`config.mk`:
```
export PLATFORM = sky130hd
export DESIGN_NAME = multi_stream_reorder_buffer
export DESIGN_NICKNAME = d
export VERILOG_FILES = /design/src/design/msrb_pkg.sv /design/src/design/msrb_ctrl.sv /design/src/design/msrb_dp.sv /design/src/design/multi_stream_reorder_buffer.sv
export SDC_FILE = /design/constraint.sdc
export NUM_CORES = 2
export LEC_CHECK = 0
export ABC_AREA = 1
export ABC_CLOCK_PERIOD_IN_PS = 6300
export BUFFER_PORTS_ARGS = -buffer_cell sky130_fd_sc_hd__buf_2
export CORE_ASPECT_RATIO = 1.4
export CORE_MARGIN = 2
export CORE_UTILIZATION = 30
export DETAILED_ROUTE_END_ITERATION = 16
export HOLD_SLACK_MARGIN = 0.02
export MAX_ROUTING_LAYER = met4
export PLACE_DENSITY_LB_ADDON = 0.1
export RECOVER_POWER = 25
export REMOVE_ABC_BUFFERS = 1
export SLEW_MARGIN = 30
export SYNTH_ARGS = -nofsm -noshare
export SYNTH_HDL_FRONTEND = slang
export SYNTH_SLANG_ARGS = --single-unit
export TNS_END_PERCENT = 100
```
`constraint.sdc`:
```
create_clock -name clk -period 6.3 [get_ports clk]
set_input_delay 0.63 -clock clk [delete_from_list [all_inputs] [get_ports clk]]
set_output_delay 0.63 -clock clk [all_outputs]
set_load 0.01 [all_outputs]
```
`src/design/msrb_pkg.sv`:
```
`timescale 1ns / 1ps
`default_nettype none

package msrb_pkg;

  localparam int NUM_STREAMS_DEF  = 4;
  localparam int WINDOW_DEF       = 16;
  localparam int PAYLOAD_BITS_DEF = 32;

  typedef struct packed {
    logic [1:0]  stream_index;
    logic [31:0] seq;
    logic [31:0] payload;
  } in_item_t;

  typedef struct packed {
    logic [1:0]  out_stream;
    logic [31:0] out_seq;
    logic [31:0] out_payload;
    logic        rejected;
    logic        last;
  } out_item_t;

  typedef struct packed {
    logic latch;
    logic eval;
    logic write;
    logic rd_issue;
    logic emit;
    logic reject;
  } ctrl_cmd_t;

  typedef struct packed {
    logic in_range;
    logic head_valid;
    logic next_valid;
    logic out_free;
  } dp_status_t;

endpackage

`default_nettype wire

```
`src/design/msrb_ctrl.sv`:
```
`timescale 1ns / 1ps
`default_nettype none

module msrb_ctrl
  import msrb_pkg::*;
(
  input  logic       clk,
  input  logic       rst_n,
  input  logic       in_valid,
  output logic       in_ready,
  input  dp_status_t status,
  output ctrl_cmd_t  cmd
);

  typedef enum logic [5:0] {
    S_IDLE  = 6'b000001,
    S_EVAL  = 6'b000010,
    S_WRITE = 6'b000100,
    S_READ  = 6'b001000,
    S_EMIT  = 6'b010000,
    S_REJ   = 6'b100000
  } state_t;

  state_t state_r;
  state_t state_nxt;

  assign in_ready = (state_r == S_IDLE);

  always_comb begin
    state_nxt = state_r;
    cmd       = '0;
    unique case (state_r)
      S_IDLE: begin
        if (in_valid) begin
          cmd.latch = 1'b1;
          state_nxt = S_EVAL;
        end
      end
      S_EVAL: begin
        cmd.eval  = 1'b1;
        state_nxt = S_WRITE;
      end
      S_WRITE: begin
        if (status.in_range) begin
          cmd.write = 1'b1;
          state_nxt = S_READ;
        end else begin
          state_nxt = S_REJ;
        end
      end
      S_READ: begin
        if (status.head_valid) begin
          cmd.rd_issue = 1'b1;
          state_nxt    = S_EMIT;
        end else begin
          state_nxt = S_IDLE;
        end
      end
      S_EMIT: begin
        if (status.out_free) begin
          cmd.emit  = 1'b1;
          state_nxt = status.next_valid ? S_READ : S_IDLE;
        end
      end
      S_REJ: begin
        if (status.out_free) begin
          cmd.reject = 1'b1;
          state_nxt  = S_IDLE;
        end
      end
      default: state_nxt = S_IDLE;
    endcase
  end

  always_ff @(posedge clk) begin
    if (!rst_n) begin
      state_r <= S_IDLE;
    end else begin
      state_r <= state_nxt;
    end
  end

endmodule

`default_nettype wire

```
`src/design/msrb_dp.sv`:
```
`timescale 1ns / 1ps
`default_nettype none

module msrb_dp
  import msrb_pkg::*;
#(
  parameter int NUM_STREAMS  = NUM_STREAMS_DEF,
  parameter int WINDOW       = WINDOW_DEF,
  parameter int PAYLOAD_BITS = PAYLOAD_BITS_DEF
) (
  input  logic       clk,
  input  logic       rst_n,
  input  in_item_t   in_data,
  input  ctrl_cmd_t  cmd,
  output dp_status_t status,
  input  logic       out_ready,
  output logic       out_valid,
  output out_item_t  out_data
);

  localparam int SB    = (PAYLOAD_BITS < 32) ? PAYLOAD_BITS : 32;
  localparam int IW    = (NUM_STREAMS > 1) ? $clog2(NUM_STREAMS) : 1;
  localparam int HW    = $clog2(WINDOW);
  localparam int SLOTS = NUM_STREAMS * WINDOW;
  localparam int AW    = (SLOTS > 1) ? $clog2(SLOTS) : 1;

  function automatic logic [AW-1:0] slot_addr(input logic [IW-1:0] s,
                                              input logic [HW-1:0] h);
    slot_addr = AW'(s) * AW'(WINDOW) + AW'(h);
  endfunction

  logic [1:0]    stream_r;
  logic [31:0]   seq_r;
  logic [SB-1:0] pay_r;
  logic          in_range_r;
  logic [HW-1:0] dist_r;

  logic [31:0]   exp_r  [NUM_STREAMS];
  logic [HW-1:0] head_r [NUM_STREAMS];
  logic [SLOTS-1:0] valid_r;
  logic [SB-1:0] mem [SLOTS];
  logic [SB-1:0] rd_data_r;

  logic          out_valid_r;
  out_item_t     out_data_r;

  logic [31:0]   stream_ext;
  logic [IW-1:0] sidx;
  logic [31:0]   exp_cur;
  logic [HW-1:0] head_cur;
  logic [HW-1:0] head_inc;
  logic [31:0]   seq_dist;
  logic [HW:0]   pos_sum;
  logic [HW:0]   pos_wrap;
  logic [HW-1:0] pos;
  logic [AW-1:0] wr_addr;
  logic [AW-1:0] hd_addr;
  logic [AW-1:0] nx_addr;
  logic          in_range_nxt;

  assign stream_ext = 32'(stream_r);
  assign sidx       = stream_ext[IW-1:0];
  assign exp_cur    = exp_r[sidx];
  assign head_cur   = head_r[sidx];
  assign head_inc   = (head_cur == HW'(WINDOW - 1)) ? '0 : head_cur + HW'(1);

  assign seq_dist     = seq_r - exp_cur;
  assign in_range_nxt = (stream_ext < 32'(NUM_STREAMS)) && (seq_dist < 32'(WINDOW));

  assign pos_sum  = {1'b0, head_cur} + {1'b0, dist_r};
  assign pos_wrap = (pos_sum >= (HW+1)'(WINDOW)) ? pos_sum - (HW+1)'(WINDOW) : pos_sum;
  assign pos      = pos_wrap[HW-1:0];

  assign wr_addr = slot_addr(sidx, pos);
  assign hd_addr = slot_addr(sidx, head_cur);
  assign nx_addr = slot_addr(sidx, head_inc);

  assign status.in_range   = in_range_r;
  assign status.head_valid = valid_r[hd_addr];
  assign status.next_valid = valid_r[nx_addr];
  assign status.out_free   = !out_valid_r || out_ready;

  assign out_valid = out_valid_r;
  assign out_data  = out_data_r;

  always_ff @(posedge clk) begin
    if (cmd.latch) begin
      stream_r <= in_data.stream_index;
      seq_r    <= in_data.seq;
      pay_r    <= in_data.payload[SB-1:0];
    end
    if (cmd.eval) begin
      dist_r <= seq_dist[HW-1:0];
    end
  end

  always_ff @(posedge clk) begin
    if (!rst_n) begin
      in_range_r <= 1'b0;
    end else if (cmd.eval) begin
      in_range_r <= in_range_nxt;
    end
  end

  always_ff @(posedge clk) begin
    if (!rst_n) begin
      for (int i = 0; i < NUM_STREAMS; i++) begin
        exp_r[i]  <= '0;
        head_r[i] <= '0;
      end
      valid_r <= '0;
    end else begin
      if (cmd.write) begin
        valid_r[wr_addr] <= 1'b1;
      end
      if (cmd.emit) begin
        valid_r[hd_addr] <= 1'b0;
        exp_r[sidx]      <= exp_cur + 32'd1;
        head_r[sidx]     <= head_inc;
      end
    end
  end

  always_ff @(posedge clk) begin
    if (cmd.write) begin
      mem[wr_addr] <= pay_r;
    end
    if (cmd.rd_issue) begin
      rd_data_r <= mem[hd_addr];
    end
  end

  always_ff @(posedge clk) begin
    if (!rst_n) begin
      out_valid_r <= 1'b0;
    end else if (cmd.emit || cmd.reject) begin
      out_valid_r <= 1'b1;
    end else if (out_ready) begin
      out_valid_r <= 1'b0;
    end
  end

  always_ff @(posedge clk) begin
    if (cmd.emit) begin
      out_data_r.out_stream  <= stream_r;
      out_data_r.out_seq     <= exp_cur;
      out_data_r.out_payload <= 32'(rd_data_r);
      out_data_r.rejected    <= 1'b0;
      out_data_r.last        <= !valid_r[nx_addr];
    end else if (cmd.reject) begin
      out_data_r.out_stream  <= stream_r;
      out_data_r.out_seq     <= seq_r;
      out_data_r.out_payload <= 32'(pay_r);
      out_data_r.rejected    <= 1'b1;
      out_data_r.last        <= 1'b1;
    end
  end

  a_emit_needs_valid: assert property (@(posedge clk) disable iff (!rst_n)
    cmd.emit |-> valid_r[hd_addr])
    else $error("Flushed a slot that holds no payload.");

  a_emit_clears_slot: assert property (@(posedge clk) disable iff (!rst_n)
    cmd.emit |=> !valid_r[$past(hd_addr)])
    else $error("Flushed slot is still marked valid.");

  a_write_in_window: assert property (@(posedge clk) disable iff (!rst_n)
    cmd.write |-> in_range_r)
    else $error("Slot written for an item outside the window.");

  a_reject_result: assert property (@(posedge clk) disable iff (!rst_n)
    cmd.reject |=> out_valid_r && out_data_r.rejected && out_data_r.last)
    else $error("Rejected item did not produce a final rejected result.");

endmodule

`default_nettype wire

```
`src/design/multi_stream_reorder_buffer.sv`:
```
// Flow: an item is latched, checked against its stream's window and written to its slot;
// an item that closes a gap then flushes each ready result by a read and an emit step,
// a walk over the single-port slot memory; a rejected item gives one rejected result.
// No new item is taken until the previous one's last result is in the output register.
// Reset: synchronous, active low; clears slot valid bits, expected numbers, head pointers,
// the controller and the output register at once, with no clearing pass.
`timescale 1ns / 1ps
`default_nettype none

module multi_stream_reorder_buffer
  import msrb_pkg::*;
#(
  parameter int NUM_STREAMS  = NUM_STREAMS_DEF,
  parameter int WINDOW       = WINDOW_DEF,
  parameter int PAYLOAD_BITS = PAYLOAD_BITS_DEF
) (
  input  logic      clk,
  input  logic      rst_n,
  input  logic      in_valid,
  output logic      in_ready,
  input  in_item_t  in_data,
  output logic      out_valid,
  input  logic      out_ready,
  output out_item_t out_data
);

  ctrl_cmd_t  cmd;
  dp_status_t status;

  msrb_ctrl u_ctrl (
    .clk      (clk),
    .rst_n    (rst_n),
    .in_valid (in_valid),
    .in_ready (in_ready),
    .status   (status),
    .cmd      (cmd)
  );

  msrb_dp #(
    .NUM_STREAMS  (NUM_STREAMS),
    .WINDOW       (WINDOW),
    .PAYLOAD_BITS (PAYLOAD_BITS)
  ) u_dp (
    .clk       (clk),
    .rst_n     (rst_n),
    .in_data   (in_data),
    .cmd       (cmd),
    .status    (status),
    .out_ready (out_ready),
    .out_valid (out_valid),
    .out_data  (out_data)
  );

endmodule

`default_nettype wire

```
Word-level counts from Yosys, hierarchy flattened. Memory sizes are Yosys's and may differ from the RTL's. A register that Yosys moved wholly into a read port is not among the register bits. Index checks and enable logic that the tools add are counted.

Add/subtract/negate cells: 8. $mul: 0. Div/mod/pow operators: 0. Order comparisons: 8. Equal/unequal tests: 10. Shifts and indexed selects: 0. Muxes and demuxes: 48. Bitwise logic cells: 3. Reductions and logical operators: 12.

Operators with widths (count): $mux W64 (3); $mux W68 (2); $and A64 B64 Y64 (1); $not A64 Y64 (1); $or A64 B64 Y64 (1); $pmux W6 S6 (1); $add A32 B1 Y32 const B (1); $lt A32 B5 Y1 const B (1); $mux W32 (1); $reduce_or A32 Y1 (1); $sub A32 B32 Y32 (1); $mux W1 (24); $mux W6 (4); $lt A6 B7 Y1 const B (3); $add A6 B4 Y6 (3); $mux W4 (4); $bmux W1 S6 (2); $demux W1 S6 (2); $ge A6 B1 Y1 const B (2); $mux W2 (4); $eq A6 B1 Y1 const B (1); $eq A6 B2 Y1 const B (1); $eq A6 B3 Y1 const B (1); $eq A6 B4 Y1 const B (1); other kinds (16) (23).

Register bits after elaboration: 210. Latch bits: 0. Memory bits (writable): 2192. Bits in read-only memories: 0. Output and inout port bits: 70. Logic and storage cells: 105. Memories kept: 3.

Memory list: u_dp.mem (depth 64, bits a word 32, read ports 1, clocked after Yosys merged registers in 1, wr ports 1, line msrb_dp.sv:41) `logic [SB-1:0] mem [SLOTS];`; u_dp.exp_r (depth 4, bits a word 32, read ports 1, clocked after Yosys merged registers in 1, wr ports 4, line msrb_dp.sv:38) `logic [31:0] exp_r [NUM_STREAMS];`; u_dp.head_r (depth 4, bits a word 4, read ports 1, clocked after Yosys merged registers in 1, wr ports 4, line msrb_dp.sv:39) `logic [HW-1:0] head_r [NUM_STREAMS];`.

Depth between registers and ports, before layout.
Word-level depth: 13. Depth in mapped cells: 24. Mapped depth without buffers: 21.

Hierarchy. From an unflattened synthesis, not the netlist that was laid out.

Cells, all modules: 6910. Area, all modules: 95306.4 um^2.

Modules (own cells, without submodules): msrb_dp (times used 1, cells an instance 6846, area an instance 94858.5 um^2, seq. area each 72279.3 um^2); msrb_ctrl (times used 1, cells an instance 64, area an instance 447.9 um^2, seq. area each 120.1 um^2).

Least setup slack after synthesis. No wires, ideal clock.

Kind: register to register. Start point: register with a tool-made name. End point: register u_dp.valid_r[10]. Data arrival time: 4.108 ns. Required time: 6.223 ns. Path slack: 2.115 ns. Stages on the path, launching flop included: 16. Path buffers: 2. Period minus slack after synthesis: 4.185 ns. Cell sequence: dfxtp_1 -> inv_2 -> buf_8 -> nand2_1 -> nand3_1 -> nand2_2 -> inv_2 -> clkbuf_1 -> ha_1 -> a21oi_1 -> o21bai_1 -> xnor2_1 -> nand2_1 -> nor2_1 -> o21ai_0 -> a31oi_1.

RTL lines: to (signal assigned) (line msrb_dp.sv:111) `valid_r <= '0;`; to (signal, indexed assignment) (line msrb_dp.sv:114) `valid_r[wr_addr] <= 1'b1;`; to (signal, indexed assignment) (line msrb_dp.sv:117) `valid_r[hd_addr] <= 1'b0;`; to (decl) (line msrb_dp.sv:40) `logic [SLOTS-1:0] valid_r;`.

==> impl_metrics.py <==
metrics = {
    "drt": {
        "drc": 0,
        "first_iter_violations": 5329,
        "wire_per_inst_um": 31.5,
        "top_layer": "met4",
        "ant_nets": 0,
        "vias": 58765,
        "wl_met1_um": 148000,
        "wl_met3_um": 16100,
        "viasPerCell": 5.21,
        "dr_wl_met2_um": 180000,
        "wl_um": 355000,
        "dr.pass1.iters": 6,
    },
    "critical_path": {
        "timing.critical_path.from_type": "register",
        "cpMaxStageDelayCell": "buf_4",
        "critPathTopFamily": "compound AO/OA/AOI/OAI gates",
        "path_class": "reg2reg",
        "crit_buf_inv": 4,
        "cp.required_ps": 7110,
        "cp_cell_sequence": "buf_4, inv_2, buf_4, nand2_1, a32oi_2, inv_2, ha_1, a21oi_1, o21ai_0, a21oi_1, o21ai_0, xor2_1, nor2_1, nand2_1, nor2_1, nand4_1, a21oi_1",
        "endpoint_kind": "register",
        "slowest_delay_ps": 570,
        "crit_arrival_ps": 5610,
        "cp_common_cell": "a21oi_1",
        "critPathMaxFanout": 50,
    },
    "grt": {
        "grt_pass1_vias": 59428,
        "overflow": 0,
        "grt_pass1_wl_um": 490000,
        "grt_use_total_pct": 22.4,
        "grt_max_degree": 86,
        "antenna_found_initial": 21,
    },
    "final_layout": {
        "utilization_pct": 35.1,
        "layout_common_cells": "edfxtp_1, nand2_1, a22oi_1, nor2_1, nand3_1",
        "stdcell_area_um2": 110000,
        "fillers": 30149,
        "drive_gt1_share_pct": 12.3,
        "multiInputGateArea_um2": 20000,
        "layout.nets": 7010,
        "final_common_cell": "edfxtp_1",
        "seqCellArea_um2": 72400,
        "areaGrowthSynthToFinish_pct": 16.5,
    },
    "synthesis": {
        "ys_ff_latch": 2436,
        "synth-async-reset-ratio_pct": 0,
        "ys.flop_type": "edfxtp_1",
        "synth_edf_count": 2361,
        "synth_largest_area_cell": "edfxtp_1",
        "synth_area_leaders": "edfxtp_1, nand2_1, a22oi_1",
        "ys_types": 62,
        "syn-cell-area_um2": 94400,
        "yosysSeqAreaShare_pct": 76.7,
        "synth_top_area_share_pct": 75.1,
        "ys_warn_count": 0,
        "syn-instance-count": 6545,
        "synth.avg_cell_area_um2": 14.4,
    },
    "floorplan": {
        "die-area_um2": 319000,
        "fp-row-count": 243,
        "die_h_um": 668,
        "die_w_um": 478,
        "start_util_pct": 30.2,
        "io_pins": 140,
        "core_um2": 313000,
    },
    "cts": {
        "ctsResizeCount": 0,
        "numCtsBuffers": 243,
        "cts_tree": "done",
        "root_buffer": "clkbuf_16",
        "h-tree-depth": 4,
        "path_clk_slew_ps": 60,
        "cts_buffer_depth": 4,
        "worstSkewPairLatency_ps": 950,
        "cts.sinks": 2436,
    },
    "placement": {
        "io_buffer_count": 139,
        "placed_area_um2": 102000,
        "place_congestion": 0.875,
        "dp.final_hpwl_um": 208000,
        "pre_cts_ws_ps": 1420,
    },
    "status": {
        "violations": "capacitance limit, slew limit",
        "outcome": "finished, violations left",
    },
    "sta": {
        "slew_violations": 1551,
        "slew_headroom_pct": -163,
        "clock.fmax_mhz": 209,
        "rsz0062_at_grt": "false",
        "worstMarginPinSlew_ps": 3940,
        "fin_crit_sh_pct": 76.1,
        "hold_violations": 0,
        "fin_worst_skew_ps": 68.7,
        "setup_ws_ps": 1510,
        "setup_viol": 0,
        "final.min_clock_period_ps": 4790,
    },
    "job": {
        "cap_viol_max_count": 26,
    },
    "power_and_ir_drop": {
        "irDropWorstVdd_uv": 233,
        "leakage_nw": 35.5,
        "p_per_area_nw_per_um2": 342,
    },
    "hold_path": {
        "hold_class": "in2reg",
    },
}
## flip-flops by register name, indices dropped and copies added, names as in the netlist, named ones only
| signal | flops |
|---|---|
| u_dp.mem | 2048 |
| u_dp.exp_r | 128 |
| u_dp.out_data | 68 |
| u_dp.valid_r | 64 |
| u_dp.pay_r | 32 |
| u_dp.rd_data_r | 32 |
| u_dp.seq_r | 32 |
| u_dp.head_r | 16 |
| u_ctrl.state_r | 6 |
| u_dp.dist_r | 4 |
| u_dp.sidx | 2 |
| u_dp.in_range_r | 1 |
| u_dp.out_valid | 1 |
## where the power goes
part / internal [mW] / total [mW] / switching (mW)
sequential: 18.0 / 18.1 / 0.0562
clock: 7.74 / 14.1 / 6.35
combinational: 1.43 / 5.45 / 4.02
## what timing repair did
action / CTS / global route
buffers inserted: 0 / 0
endpoints found under the hold margin: 68 / 0
setup endpoints to repair: 0 / 0
hold buffers: 67 / 0
## cell type report
cell class,count,area share [%]
sequential,2436,65.9
multi-input combinational,3508,18.2
clock buffer,317,5.90
tap,4165,4.74
timing repair buffer,463,3.53
inverter,249,0.905
clock inverter,124,0.892
antenna,9,0.0205
## metrics by stage
step	power, mW	std cells	setup TNS, ps	hold slack [ps]
after floorplan	21.3	6193	-813110	445
after global placement	23.9	10751	0	454
after detailed placement	23.9	10753	0	454
after CTS	38.0	11261	0	142
after global routing	38.9	11264	0	217
final	37.6	11271	0	217
## worst register-to-register path, delay by kind of cell (launching register included)
family / cells / cell delay, ps
AO/OA/AOI/OAI: 6 / 1710
buffers and inverters: 4 / 1360
AND/OR/NAND/NOR: 5 / 760
adder cells (fa/ha/maj): 1 / 370
flip-flops: 1 / 310
XOR/XNOR: 1 / 210
## per-layer routing
layer  global-route usage, %  up-vias
met1                    27.7    30983
li1                        -    25673
met3                    2.41      469
met4                    6.33        0
met2                    38.7     1640
met5                       -        -
## cell families after synthesis
kind of cell | Yosys count | synth area share [%]
xor+xnor | 40 | 0.379
simple gates | 2200 | 10.2
fa+ha+maj | 39 | 0.533
buf+inv | 601 | 2.76
flops | 2436 | 76.7
compound gates | 1229 | 9.45
## Yosys cell counts (all sizes together), types with 4 or more instances
cell / count
a21o: 4
a21oi: 141
a221oi: 145
a22o: 78
a22oi: 551
a31oi: 63
a32o: 37
a32oi: 21
and3: 8
buf: 190
clkbuf: 162
dfxtp: 75
edfxtp: 2361
ha: 37
inv: 246
nand2: 1264
nand3: 263
nand3b: 21
nand4: 230
nor2: 358
nor3: 23
nor4: 8
o21ai: 174
o22ai: 5
or2: 22
xnor2: 11
xor2: 29
## path summary, 6_finish.rpt
path | start | endpoint | slack (ps) | depth (start not counted)
worst min-delay path | out_ready | u_ctrl.state_r[5]$_SDFFE_PN0P_ | 220 | 5
worst max-delay path | register | u_dp.in_range_r$_SDFFE_PN0P_ | 1510 | 17
worst max register to register | register | u_dp.in_range_r$_SDFFE_PN0P_ | 1510 | 17
worst min register to register | u_dp.out_data[1]$_SDFFE_PP0P_ | u_dp.out_data[1]$_SDFFE_PP0P_ | 470 | 2
Power figures use the tool's default switching activity.
